<file path="src/rtl/core/pdsd_pkg.sv">
// ----------------------------------------------------------------------------
// pdsd_pkg: shared types, constants and tables of the PD position SPWM driver
// Holds register indexes, field widths, the word types and the sine table.
// ----------------------------------------------------------------------------
package pdsd_pkg;

  localparam int unsigned PolePairsDefault = 11;

  // Configuration register indexes
  localparam logic [1:0] RegKpGain      = 2'd0;
  localparam logic [1:0] RegKdGain      = 2'd1;
  localparam logic [1:0] RegTorqueLimit = 2'd2;
  localparam logic [1:0] RegSyncOffset  = 2'd3;
  localparam int unsigned CfgIdxW  = 8;
  localparam int unsigned CfgDataW = 16;

  // Lead codes
  localparam logic [1:0] LeadNone = 2'd0;
  localparam logic [1:0] Lead90   = 2'd1;
  localparam logic [1:0] Lead270  = 2'd2;

  typedef struct packed {
    logic [9:0]  setpoint_raw;
    logic [11:0] sensor_angle;
    logic [15:0] elapsed_ms;
  } in_word_t;

  typedef struct packed {
    logic [7:0] duty_a;
    logic [7:0] duty_b;
    logic [7:0] duty_c;
    logic [6:0] torque_pct;
    logic [1:0] field_lead;
  } out_word_t;

  // Classified tick handed from front to back
  typedef struct packed {
    logic signed [10:0] err;      // angle - setpoint, -360..359
    logic signed [11:0] derr;     // err - last error
    logic [15:0]        e;        // elapsed, zero forced to one
    logic [8:0]         ang_deg;  // angle in degrees
    logic [1:0]         lead;
  } task_t;

  typedef enum logic [3:0] {
    BkIdle, BkMulA, BkMulB, BkSum, BkDiv, BkClamp, BkElec, BkSine, BkDuty, BkOut
  } bk_state_e;

  // floor(255*sin(d)) for d = 0..90
  function automatic logic [7:0] sin255(input logic [6:0] d);
    logic [7:0] t [0:90];
    t = '{
      8'd0,8'd4,8'd8,8'd13,8'd17,8'd22,8'd26,8'd31,8'd35,8'd39,
      8'd44,8'd48,8'd53,8'd57,8'd61,8'd65,8'd70,8'd74,8'd78,8'd83,
      8'd87,8'd91,8'd95,8'd99,8'd103,8'd107,8'd111,8'd115,8'd119,8'd123,
      8'd127,8'd131,8'd135,8'd138,8'd142,8'd146,8'd149,8'd153,8'd156,8'd160,
      8'd163,8'd167,8'd170,8'd173,8'd177,8'd180,8'd183,8'd186,8'd189,8'd192,
      8'd195,8'd198,8'd200,8'd203,8'd206,8'd208,8'd211,8'd213,8'd216,8'd218,
      8'd220,8'd223,8'd225,8'd227,8'd229,8'd231,8'd232,8'd234,8'd236,8'd238,
      8'd239,8'd241,8'd242,8'd243,8'd245,8'd246,8'd247,8'd248,8'd249,8'd250,
      8'd251,8'd251,8'd252,8'd253,8'd253,8'd254,8'd254,8'd254,8'd254,8'd254,
      8'd255};
    if (d > 7'd90) return 8'd0;
    return t[d];
  endfunction

  // Sine level for deg in 0..359
  function automatic logic [7:0] sine_level(input logic [8:0] deg);
    logic [8:0] q, r;
    logic [8:0] y;
    q = (deg >= 9'd180) ? deg - 9'd180 : deg;
    r = (q <= 9'd90) ? q : 9'd180 - q;
    y = {1'b0, sin255(r[6:0])};
    if (deg < 9'd180) return 8'((9'd255 + y) >> 1);
    if (r != 9'd0 && r != 9'd90) y = y + 9'd1;
    return 8'((9'd255 - y) >> 1);
  endfunction

endpackage

</file>
<file path="src/rtl/core/pdsd_if.sv">
// ----------------------------------------------------------------------------
// pdsd_if: valid/ready channel
// Carries one word of a generic payload type.
// ----------------------------------------------------------------------------
interface pdsd_if #(parameter type T = logic) ();
  logic valid;
  logic ready;
  T     data;
  modport source (output valid, output data, input ready);
  modport sink   (input valid, input data, output ready);
endinterface

</file>
<file path="src/rtl/core/pdsd_front.sv">
// ----------------------------------------------------------------------------
// pdsd_front: input classification
// Converts setpoint and angle to degrees, forms the error, updates the lead
// code and last error, and pushes a task word into the queue.
// ----------------------------------------------------------------------------
module pdsd_front (
  input  logic             clk_i,
  input  logic             rst_ni,
  input  logic             in_valid_i,
  output logic             in_ready_o,
  input  pdsd_pkg::in_word_t in_data_i,
  output logic             push_o,
  output pdsd_pkg::task_t  task_o,
  input  logic             full_i
);
  import pdsd_pkg::*;

  logic signed [10:0] last_err_q, last_err_d;
  logic [1:0]         lead_q, lead_d;
  logic [19:0]        sp_prod;
  logic [20:0]        ang_prod;
  logic [8:0]         sp_deg, ang_deg;
  logic signed [10:0] err;
  logic [29:0]        sp_recip;

  assign in_ready_o = !full_i;
  assign push_o     = in_valid_i && !full_i;

  // Degree conversion: sp*360/1023 via reciprocal with one correction
  always_comb begin
    sp_prod  = 20'(in_data_i.setpoint_raw) * 20'd360;
    sp_recip = (30'(sp_prod) * 30'd1025) >> 20;
    sp_deg   = 9'(sp_recip);
    if (20'(sp_deg) * 20'd1023 + 20'd1023 <= sp_prod) sp_deg = sp_deg + 9'd1;
    ang_prod = 21'(in_data_i.sensor_angle) * 21'd360;
    ang_deg  = 9'(ang_prod >> 12);
    err      = $signed({2'b0, ang_deg}) - $signed({2'b0, sp_deg});
  end

  // Lead and last error update
  always_comb begin
    lead_d = lead_q;
    if (err < 0) lead_d = Lead90;
    else if (err > 0) lead_d = Lead270;
    last_err_d = err;
    task_o.err     = err;
    task_o.derr    = 12'(err) - 12'(last_err_q);
    task_o.e       = (in_data_i.elapsed_ms == 16'd0) ? 16'd1 : in_data_i.elapsed_ms;
    task_o.ang_deg = ang_deg;
    task_o.lead    = lead_d;
  end

  always_ff @(posedge clk_i or negedge rst_ni) begin
    if (!rst_ni) begin
      last_err_q <= '0;
      lead_q     <= LeadNone;
    end else if (push_o) begin
      last_err_q <= last_err_d;
      lead_q     <= lead_d;
    end
  end
endmodule

</file>
<file path="src/rtl/core/pdsd_queue.sv">
// ----------------------------------------------------------------------------
// pdsd_queue: two-entry task queue
// Decouples the front from the back.
// ----------------------------------------------------------------------------
module pdsd_queue (
  input  logic            clk_i,
  input  logic            rst_ni,
  input  logic            push_i,
  input  pdsd_pkg::task_t data_i,
  output logic            full_o,
  input  logic            pop_i,
  output logic            empty_o,
  output pdsd_pkg::task_t data_o
);
  import pdsd_pkg::*;

  task_t       mem_q [0:1];
  logic        wp_q, rp_q;
  logic [1:0]  cnt_q;

  assign full_o  = cnt_q == 2'd2;
  assign empty_o = cnt_q == 2'd0;
  assign data_o  = mem_q[rp_q];

  always_ff @(posedge clk_i) begin
    if (push_i) mem_q[wp_q] <= data_i;
  end

  always_ff @(posedge clk_i or negedge rst_ni) begin
    if (!rst_ni) begin
      wp_q <= 1'b0; rp_q <= 1'b0; cnt_q <= 2'd0;
    end else begin
      if (push_i) wp_q <= ~wp_q;
      if (pop_i)  rp_q <= ~rp_q;
      cnt_q <= cnt_q + 2'(push_i) - 2'(pop_i);
    end
  end
endmodule

</file>
<file path="src/rtl/core/pdsd_back.sv">
// ----------------------------------------------------------------------------
// pdsd_back: PD torque and SPWM duty sequencer
// Computes the PD numerator, divides it by 256*e bit-serially, clamps, then
// builds the electrical angle and the three duties.
// ----------------------------------------------------------------------------
module pdsd_back #(
  parameter int unsigned PolePairs = pdsd_pkg::PolePairsDefault
) (
  input  logic              clk_i,
  input  logic              rst_ni,
  input  logic              empty_i,
  input  pdsd_pkg::task_t   task_i,
  output logic              pop_o,
  input  logic [15:0]       kp_i,
  input  logic [15:0]       kd_i,
  input  logic [6:0]        limit_i,
  input  logic [8:0]        offset_i,
  output logic              out_valid_o,
  input  logic              out_ready_i,
  output pdsd_pkg::out_word_t out_data_o
);
  import pdsd_pkg::*;

  localparam int unsigned MagW = 45;
  localparam int unsigned PpW  = $clog2(PolePairs + 1);
  localparam int unsigned ElW  = 9 + PpW + 1;

  bk_state_e state_q, state_d;
  task_t     t_q;
  logic signed [27:0] p1_q;         // kp*err
  logic signed [44:0] num_q;
  logic [MagW-1:0]    rem_q, quo_q;
  logic [5:0]         cnt_q;
  logic [23:0]        div_q;        // 256*e
  logic [6:0]         torque_q;
  logic [8:0]         elec_q;
  logic [ElW-1:0]     el_q;
  logic [7:0]         sa_q, sb_q, sc_q;
  logic [1:0]         ph_q;
  logic [7:0]         duty_q [0:2];
  logic               ov_q;
  out_word_t          od_q;

  logic [MagW:0]      trial;
  logic [14:0]        dprod;
  logic [27:0]        dq;           // dprod * ceil(2^19/100)
  logic [7:0]         dsel;
  logic [6:0]         lim;
  logic [8:0]         lead_deg;
  logic [9:0]         pb, pc;

  always_comb begin
    case (state_q)
      BkIdle:  state_d = (!empty_i && !ov_q) ? BkMulA : BkIdle;
      BkMulA:  state_d = BkMulB;
      BkMulB:  state_d = BkSum;
      BkSum:   state_d = BkDiv;
      BkDiv:   state_d = (cnt_q == 6'd0) ? BkClamp : BkDiv;
      BkClamp: state_d = BkElec;
      BkElec:  state_d = (el_q < ElW'(360)) ? BkSine : BkElec;
      BkSine:  state_d = BkDuty;
      BkDuty:  state_d = (ph_q == 2'd2) ? BkOut : BkDuty;
      BkOut:   state_d = BkIdle;
      default: state_d = BkIdle;
    endcase
  end

  assign pop_o = (state_q == BkIdle) && !empty_i && !ov_q;

  always_comb begin
    trial    = {rem_q, quo_q[MagW-1]} - (MagW+1)'(div_q);
    lim      = (limit_i > 7'd100) ? 7'd100 : limit_i;
    lead_deg = (t_q.lead == Lead90) ? 9'd90 : (t_q.lead == Lead270) ? 9'd270 : 9'd0;
    pb       = 10'(elec_q) + 10'd120;
    pc       = 10'(elec_q) + 10'd240;
    if (pb >= 10'd360) pb = pb - 10'd360;
    if (pc >= 10'd360) pc = pc - 10'd360;
    case (ph_q)
      2'd0:    dsel = sa_q;
      2'd1:    dsel = sb_q;
      default: dsel = sc_q;
    endcase
    dprod = 15'(dsel) * 15'(torque_q);
    // exact floor(dprod/100) for dprod up to 25500
    dq    = 28'(dprod) * 28'd5243;
  end

  always_ff @(posedge clk_i) begin
    case (state_q)
      BkIdle: begin
        t_q <= task_i;
      end
      BkMulA: p1_q <= $signed({1'b0, kp_i}) * t_q.err;
      BkMulB: num_q <= 45'(p1_q) * 45'($signed({1'b0, t_q.e}))
                     + 45'($signed({1'b0, kd_i})) * 45'(t_q.derr);
      BkSum: begin
        quo_q <= num_q[44] ? MagW'(-num_q) : MagW'(num_q);
        rem_q <= '0;
        div_q <= {t_q.e, 8'd0};
        cnt_q <= 6'(MagW - 1);
      end
      BkDiv: begin
        // restoring division, one quotient bit a cycle
        if (!trial[MagW]) begin
          rem_q <= trial[MagW-1:0];
          quo_q <= {quo_q[MagW-2:0], 1'b1};
        end else begin
          rem_q <= {rem_q[MagW-2:0], quo_q[MagW-1]};
          quo_q <= {quo_q[MagW-2:0], 1'b0};
        end
        cnt_q <= cnt_q - 6'd1;
      end
      BkClamp: begin
        torque_q <= (quo_q > MagW'(lim)) ? lim : quo_q[6:0];
        el_q <= ElW'(t_q.ang_deg) * ElW'(PolePairs) + ElW'(lead_deg) + ElW'(offset_i);
      end
      BkElec: begin
        if (el_q >= ElW'(360)) el_q <= el_q - ElW'(360);
        else elec_q <= el_q[8:0];
        ph_q <= 2'd0;
      end
      BkSine: begin
        sa_q <= sine_level(elec_q);
        sb_q <= sine_level(pb[8:0]);
        sc_q <= sine_level(pc[8:0]);
      end
      BkDuty: begin
        duty_q[ph_q] <= dq[26:19];
        ph_q <= ph_q + 2'd1;
      end
      default: ;
    endcase
    if (state_q == BkOut) begin
      od_q.duty_a <= duty_q[0];
      od_q.duty_b <= duty_q[1];
      od_q.duty_c <= duty_q[2];
      od_q.torque_pct <= torque_q;
      od_q.field_lead <= t_q.lead;
    end
  end

  always_ff @(posedge clk_i or negedge rst_ni) begin
    if (!rst_ni) begin
      state_q <= BkIdle;
      ov_q    <= 1'b0;
    end else begin
      state_q <= state_d;
      if (state_q == BkOut) ov_q <= 1'b1;
      else if (out_ready_i) ov_q <= 1'b0;
    end
  end

  assign out_valid_o = ov_q;
  assign out_data_o  = od_q;
endmodule

</file>
<file path="src/rtl/core/pd_position_spwm_driver_core.sv">
// ----------------------------------------------------------------------------
// pd_position_spwm_driver_core: PD position loop with three-phase SPWM
// Top level: config registers, front classifier, queue and back sequencer.
// ----------------------------------------------------------------------------
// Usage:
//   in_if carries one tick word (setpoint, angle, elapsed ms); out_if returns
//   one word per tick (three duties, torque percent, lead code).
//   Registers are written through cfg_we_i/cfg_idx_i/cfg_data_i while idle;
//   this is up to the user, since the block itself has no check for it;
//   indexes past the list are ignored.
//   The back sequencer wraps the electrical angle by subtracting 360 degrees
//   until it lies below 360, and runs the 45-step restoring divider; it
//   handles one word at a time and starts the next only after the receiver
//   has taken the last result.
//   The front accepts words whenever the two-entry queue has room, so up to
//   two ticks can be queued while a result waits.
//   Reset clears the last error, the lead code, the queue and the output
//   valid, and loads the register reset values.
//   When the receiver stalls the result holds in the output register and the
//   back stops; the front keeps filling the queue until it is full.
// ----------------------------------------------------------------------------
module pd_position_spwm_driver_core #(
  parameter int unsigned PolePairs = pdsd_pkg::PolePairsDefault
) (
  input  logic                          clk_i,
  input  logic                          rst_ni,
  pdsd_if.sink                          in_if,
  pdsd_if.source                        out_if,
  input  logic                          cfg_we_i,
  input  logic [pdsd_pkg::CfgIdxW-1:0]  cfg_idx_i,
  input  logic [pdsd_pkg::CfgDataW-1:0] cfg_data_i
);
  import pdsd_pkg::*;

  logic [15:0] kp_q, kd_q;
  logic [6:0]  lim_q;
  logic [8:0]  off_q;
  logic        push, full, pop, empty;
  task_t       tin, tout;
  out_word_t   od;

  // Configuration registers
  always_ff @(posedge clk_i or negedge rst_ni) begin
    if (!rst_ni) begin
      kp_q <= 16'd6400; kd_q <= 16'd8192; lim_q <= 7'd100; off_q <= 9'd21;
    end else if (cfg_we_i && cfg_idx_i[CfgIdxW-1:2] == '0) begin
      case (cfg_idx_i[1:0])
        RegKpGain:      kp_q  <= cfg_data_i;
        RegKdGain:      kd_q  <= cfg_data_i;
        RegTorqueLimit: lim_q <= cfg_data_i[6:0];
        RegSyncOffset:  off_q <= cfg_data_i[8:0];
        default: ;
      endcase
    end
  end

  pdsd_front u_front (
    .clk_i, .rst_ni,
    .in_valid_i(in_if.valid), .in_ready_o(in_if.ready), .in_data_i(in_if.data),
    .push_o(push), .task_o(tin), .full_i(full)
  );

  pdsd_queue u_queue (
    .clk_i, .rst_ni, .push_i(push), .data_i(tin), .full_o(full),
    .pop_i(pop), .empty_o(empty), .data_o(tout)
  );

  pdsd_back #(.PolePairs(PolePairs)) u_back (
    .clk_i, .rst_ni, .empty_i(empty), .task_i(tout), .pop_o(pop),
    .kp_i(kp_q), .kd_i(kd_q), .limit_i(lim_q), .offset_i(off_q),
    .out_valid_o(out_if.valid), .out_ready_i(out_if.ready), .out_data_o(od)
  );
  assign out_if.data = od;

  // Assertions
  a_no_push_full: assert property (@(posedge clk_i) disable iff (!rst_ni)
    full |-> !push) else $error("push into full queue");
  a_no_pop_empty: assert property (@(posedge clk_i) disable iff (!rst_ni)
    pop |-> !empty) else $error("pop from empty queue");
  a_torque_lim: assert property (@(posedge clk_i) disable iff (!rst_ni)
    out_if.valid |-> od.torque_pct <= 7'd100) else $error("torque above 100");
endmodule
</file>
<file path="src/flat_wrapper.sv">
// flat-port wrapper written by rule: the top's interface ports become plain ports
module pd_position_spwm_driver_core_flat import pdsd_pkg::*;
#(
  parameter int unsigned PolePairs = pdsd_pkg::PolePairsDefault
)
  (clk_i, rst_ni, cfg_we_i, cfg_idx_i, cfg_data_i, in_if_valid, in_if_data, in_if_ready, out_if_valid, out_if_data, out_if_ready);
  pdsd_if in_if_i ();
  pdsd_if out_if_i ();
  input  logic clk_i;
  input  logic rst_ni;
  input  logic cfg_we_i;
  input  logic [pdsd_pkg::CfgIdxW-1:0] cfg_idx_i;
  input  logic [pdsd_pkg::CfgDataW-1:0] cfg_data_i;
  input wire logic [$bits(in_if_i.valid)-1:0] in_if_valid;
  input wire logic [$bits(in_if_i.data)-1:0] in_if_data;
  output wire logic [$bits(in_if_i.ready)-1:0] in_if_ready;
  output wire logic [$bits(out_if_i.valid)-1:0] out_if_valid;
  output wire logic [$bits(out_if_i.data)-1:0] out_if_data;
  input wire logic [$bits(out_if_i.ready)-1:0] out_if_ready;
  assign in_if_i.valid = in_if_valid;
  assign in_if_i.data = in_if_data;
  assign in_if_ready = in_if_i.ready;
  assign out_if_valid = out_if_i.valid;
  assign out_if_data = out_if_i.data;
  assign out_if_i.ready = out_if_ready;
  pd_position_spwm_driver_core #(.PolePairs(PolePairs)) u_core (.clk_i(clk_i), .rst_ni(rst_ni), .in_if(in_if_i), .out_if(out_if_i), .cfg_we_i(cfg_we_i), .cfg_idx_i(cfg_idx_i), .cfg_data_i(cfg_data_i));
endmodule
</file>
<file path="config.mk">
export PLATFORM = sky130hd
export DESIGN_NAME = pd_position_spwm_driver_core_flat
export DESIGN_NICKNAME = d
export VERILOG_FILES = /design/src/rtl/core/pdsd_pkg.sv /design/src/rtl/core/pdsd_if.sv /design/src/rtl/core/pdsd_front.sv /design/src/rtl/core/pdsd_queue.sv /design/src/rtl/core/pdsd_back.sv /design/src/rtl/core/pd_position_spwm_driver_core.sv /design/src/flat_wrapper.sv
export SDC_FILE = /design/constraint.sdc
export NUM_CORES = 1
export LEC_CHECK = 0
export ABC_CLOCK_PERIOD_IN_PS = 3300
export BUFFER_PORTS_ARGS = -buffer_cell sky130_fd_sc_hd__clkbuf_2
export CORE_UTILIZATION = 53
export CTS_CLUSTER_DIAMETER = 150
export CTS_CLUSTER_SIZE = 10
export DETAILED_ROUTE_END_ITERATION = 16
export HOLD_SLACK_MARGIN = 0.06
export PLACE_DENSITY = 0.74
export SLEW_MARGIN = 20
export SYNTH_ARGS = -nofsm -noshare
export SYNTH_HDL_FRONTEND = slang
export SYNTH_SLANG_ARGS = --single-unit
export TNS_END_PERCENT = 10
</file>
<file path="constraint.sdc">
create_clock -name clk_i -period 3.3 [get_ports clk_i]
set_clock_uncertainty 0.15 [all_clocks]
set_input_delay 0.66 -clock clk_i [delete_from_list [all_inputs] [get_ports clk_i]]
set_output_delay 0.66 -clock clk_i [all_outputs]
set_load 0.03 [all_outputs]
</file>
==> qor.txt <==
status -> finished with violations
violated checks -> design-rule violations
PortBufs -> 20
Min-Delay Endpoint -> u_core.u_back.out_valid_o$_DFFE_PN0P_
post-synth top area share -> 34.5%
initial antenna violation count -> 0
largest net degree at the start of global routing -> 20
biggest area consumer among synthesized cells -> edfxtp_1
Synth Area in Compound Gates -> 10.4%
dpl cells -> 201
Tcrit/Tclk final -> 64.1%
post-layout min period -> 2.12 ns
Post-synth EDFFs -> 19
cts repair resizes -> 0
Clock Latency Late Sink -> 0.34 ns
Root Driver -> clkbuf_4
Max Cap Viol -> 0
Synth Cell Area -> 0.00166 mm^2
ANT nets after route -> 0
Total Routing Usage GR -> 19.9%
Synth async-reset ratio -> 40.6%
Post-Synth Simple-Gate Area -> 17.5%
Final Util -> 64.9%
post-synthesis mux area share -> 4.08%
final net count -> 214
max-slew violation count -> 0
final WL -> 2.79 mm
multi-input logic area -> 706 um^2
CP endpoint kind -> flop
Rows -> 19
synth warn -> 0
commonest non-fill, non-tap cell in the layout -> clkbuf_2
Routed wire per std cell -> 13.3 um
gpl congestion -> 0.878
HP Class -> in2reg
Gate Count Post-Synth -> 153
CP required -> 3.35 ns
Reg clk slew, reported paths -> 0.11 ns
Worst Reg-to-Reg Cells -> 6
cell class contributing the biggest share of worst-path delay -> simple AND/OR/NAND/NOR gates
crit path kind -> reg2reg
global route overflow -> 0
vias in the first global route -> 1120
endpoints failing setup -> 0
ANT cells -> 0
1st-iter DRT viols -> 29
post-detail-place hpwl -> 2.10 mm
adder-cell share of the synthesized area -> 4.54%
DRT Pass-1 Iters -> 10
dominant synthesized flop cell -> edfxtp_1
syn avg cell area -> 10.8 um^2
Least-Margin Pin Slew -> 0.523 ns
Top Ports -> 33
Power per Cell Area -> 783 mW/mm^2
Post-Synth XOR/XNOR Area -> 5.82%
Max IR drop VDD -> 0.000551 V
RSZ-0062 raised after global routing -> no
Slew headroom -> 65.0%
flops & latches, synth -> 32
main combinational cell family by area after synthesis -> simple AND/OR/NAND/NOR gates
most frequent cells in the layout -> clkbuf_2 (20), edfxtp_1 (19), nand2_1 (16)
Data arrival, critical path -> 2.16 ns
die height -> 57.9 um
fmax -> 0.472 GHz
area of placed instances -> 0.00178 mm^2
CTS Buf Count -> 5
post-synthesis sequential area ratio -> 54.2%
final std cells w/o fill -> 210
CTS Hold Bufs -> 1
DR vias/cell -> 5.64
share of layout cells above drive strength 1 -> 22.9%
crit path cell chain -> inv_1 -> ha_1 -> and3b_1 -> o21a_1 -> or4_2 -> a21oi_1
CTS tree -> done
setup bufs post-CTS -> 0
Distinct cells, synth -> 36
Die X -> 57.9 um
CP Max Fanout -> 4
Finished Cell Area -> 0.00185 mm^2
final hold viol count -> 0
hold wc startpoint -> out_if_ready
critical register-to-register path startpoint -> u_core.u_back.el_q[3]$_DFFE_PP_
Worst R2R Setup Slack -> 1.18 ns
Area contributors post-synth -> edfxtp_1 (34%), dfrtp_1 (18%), ha_1 (4.5%), mux2_2 (4.1%), o21ai_0 (3.6%)
fillcell total -> 233
FF+latch area -> 897 um^2
htree depth -> 2
drt drc -> 1
core area -> 0.00285 mm^2
DIE AREA -> 0.00335 mm^2
CP peak stage delay -> 0.54 ns
P_leak -> 0.000772 uW
Clock Path Buffers -> 2
Vias -> 1185
RR Endpoint -> u_core.u_back.el_q[11]$_SDFFCE_PP0P_
hold path cells -> 2
syn nets -> 189
Starting Density -> 58.0%
first-pass GRT wire length -> 4.95 mm
Worst path slowest cell -> or4_2
Clock Sinks -> 32
Buf/Inv on CP -> 1
CP startpoint kind -> flop
setup TNS -> 0 ns
Area Overhead vs Synth -> 11.9%
-- worst register-to-register path: cells and delay by family (launching register included) --
| kind | cells | cell delay (ns) |
|---|---|---|
| fa+ha+maj | 1 | 0.18 |
| buf+inv | 1 | 0.09 |
| flops | 1 | 0.45 |
| compound gates | 2 | 0.37 |
| simple gates | 2 | 0.76 |
-- area by class of cell --
type                            count  area share (%)
Clock buffer                        7            2.97
Clock inverter                      1           0.203
Inverter                            9            1.82
Multi-Input combinational cell    108            38.1
Sequential cell                    32            48.4
Tap cell                           31            2.09
Timing Repair Buffer               22            6.35
-- cells in the mapped netlist, types with 2 or more instances --
| cell | count |
|---|---|
| edfxtp_1 | 19 |
| o21ai_0 | 12 |
| a21oi_1 | 7 |
| xnor2_1 | 6 |
| nor3_1 | 4 |
| inv_1 | 9 |
| or3_1 | 2 |
| o31ai_1 | 2 |
| mux2_2 | 6 |
| dfrtp_1 | 12 |
| o21a_1 | 3 |
| nand2b_1 | 4 |
| ha_1 | 6 |
| nand2_1 | 16 |
| or3_2 | 2 |
| clkbuf_1 | 3 |
| o22ai_1 | 2 |
| xor2_1 | 5 |
| nor4_1 | 2 |
| nor2_1 | 15 |
-- per-layer routing --
layer / global-route usage, % / vias to the layer above / wire, um
met1: 26.0 / 560 / 1290
met4: 8.16 / 0 / 41
met3: 6.70 / 5 / 142
met5: 0 / - / 0
met2: 30.7 / 28 / 1320
li1: - / 592 / -
-- per-stage QoR --
| stage | power [uW] | worst slack [ns] | hold WS (ns) |
|---|---|---|---|
| 5_1_grt | 1570 | 1.05 | 0.346 |
| 3_5_place_dp | 1230 | 1.16 | 0.354 |
| 4_1_cts | 1470 | 1.17 | 0.344 |
| 6_report | 1450 | 1.18 | 0.360 |
| 2_1_floorplan | 1090 | 0.979 | 0.214 |
| 3_3_place_gp | 1190 | 1.20 | 0.338 |
-- flip-flops by register name, summed over array words and instances (netlist names) --
register / count
u_core.u_back.cnt_q: 6
u_core.u_back.state_q: 4
u_core.u_back.el_q: 11
u_core.off_q: 6
u_core.u_back.ph_q: 2
u_core.u_queue.cnt_q: 2
u_core.u_back.out_valid_o: 1
-- worst max path at each step --
stage                                       start                                    to  slack [ns]  cells past startpoint
2_1_floorplan  u_core.u_back.state_q[2]$_DFF_PN0_  u_core.u_back.el_q[10]$_SDFFCE_PP0P_        0.98                      5
3_3_place_gp                         cfg_idx_i[2]           u_core.off_q[5]$_DFFE_PN0P_        1.20                      5
3_5_place_dp                         cfg_idx_i[2]           u_core.off_q[6]$_DFFE_PN0P_        1.16                      5
4_1_cts           u_core.u_back.el_q[3]$_DFFE_PP_  u_core.u_back.el_q[11]$_SDFFCE_PP0P_        1.17                      6
5_1_grt           u_core.u_back.el_q[3]$_DFFE_PP_  u_core.u_back.el_q[11]$_SDFFCE_PP0P_        1.05                      6
6_report          u_core.u_back.el_q[3]$_DFFE_PP_  u_core.u_back.el_q[11]$_SDFFCE_PP0P_        1.18                      6
-- cells by family after synthesis --
logic type,Yosys count
multiplexers,6
other,1
AO/OA/AOI/OAI,29
XOR/XNOR,11
adder cells (fa/ha/maj),6
flip-flops,32
buffers and inverters,13
AND/OR/NAND/NOR,55
-- report_power, final --
group          internal [uW]  total, uW  switching, uW
Sequential               590        711            122
Combinational            218        507            289
Clock                    102        232            130
Total                    910       1450            541
No activity file was read; power rests on OpenSTA's default activity.
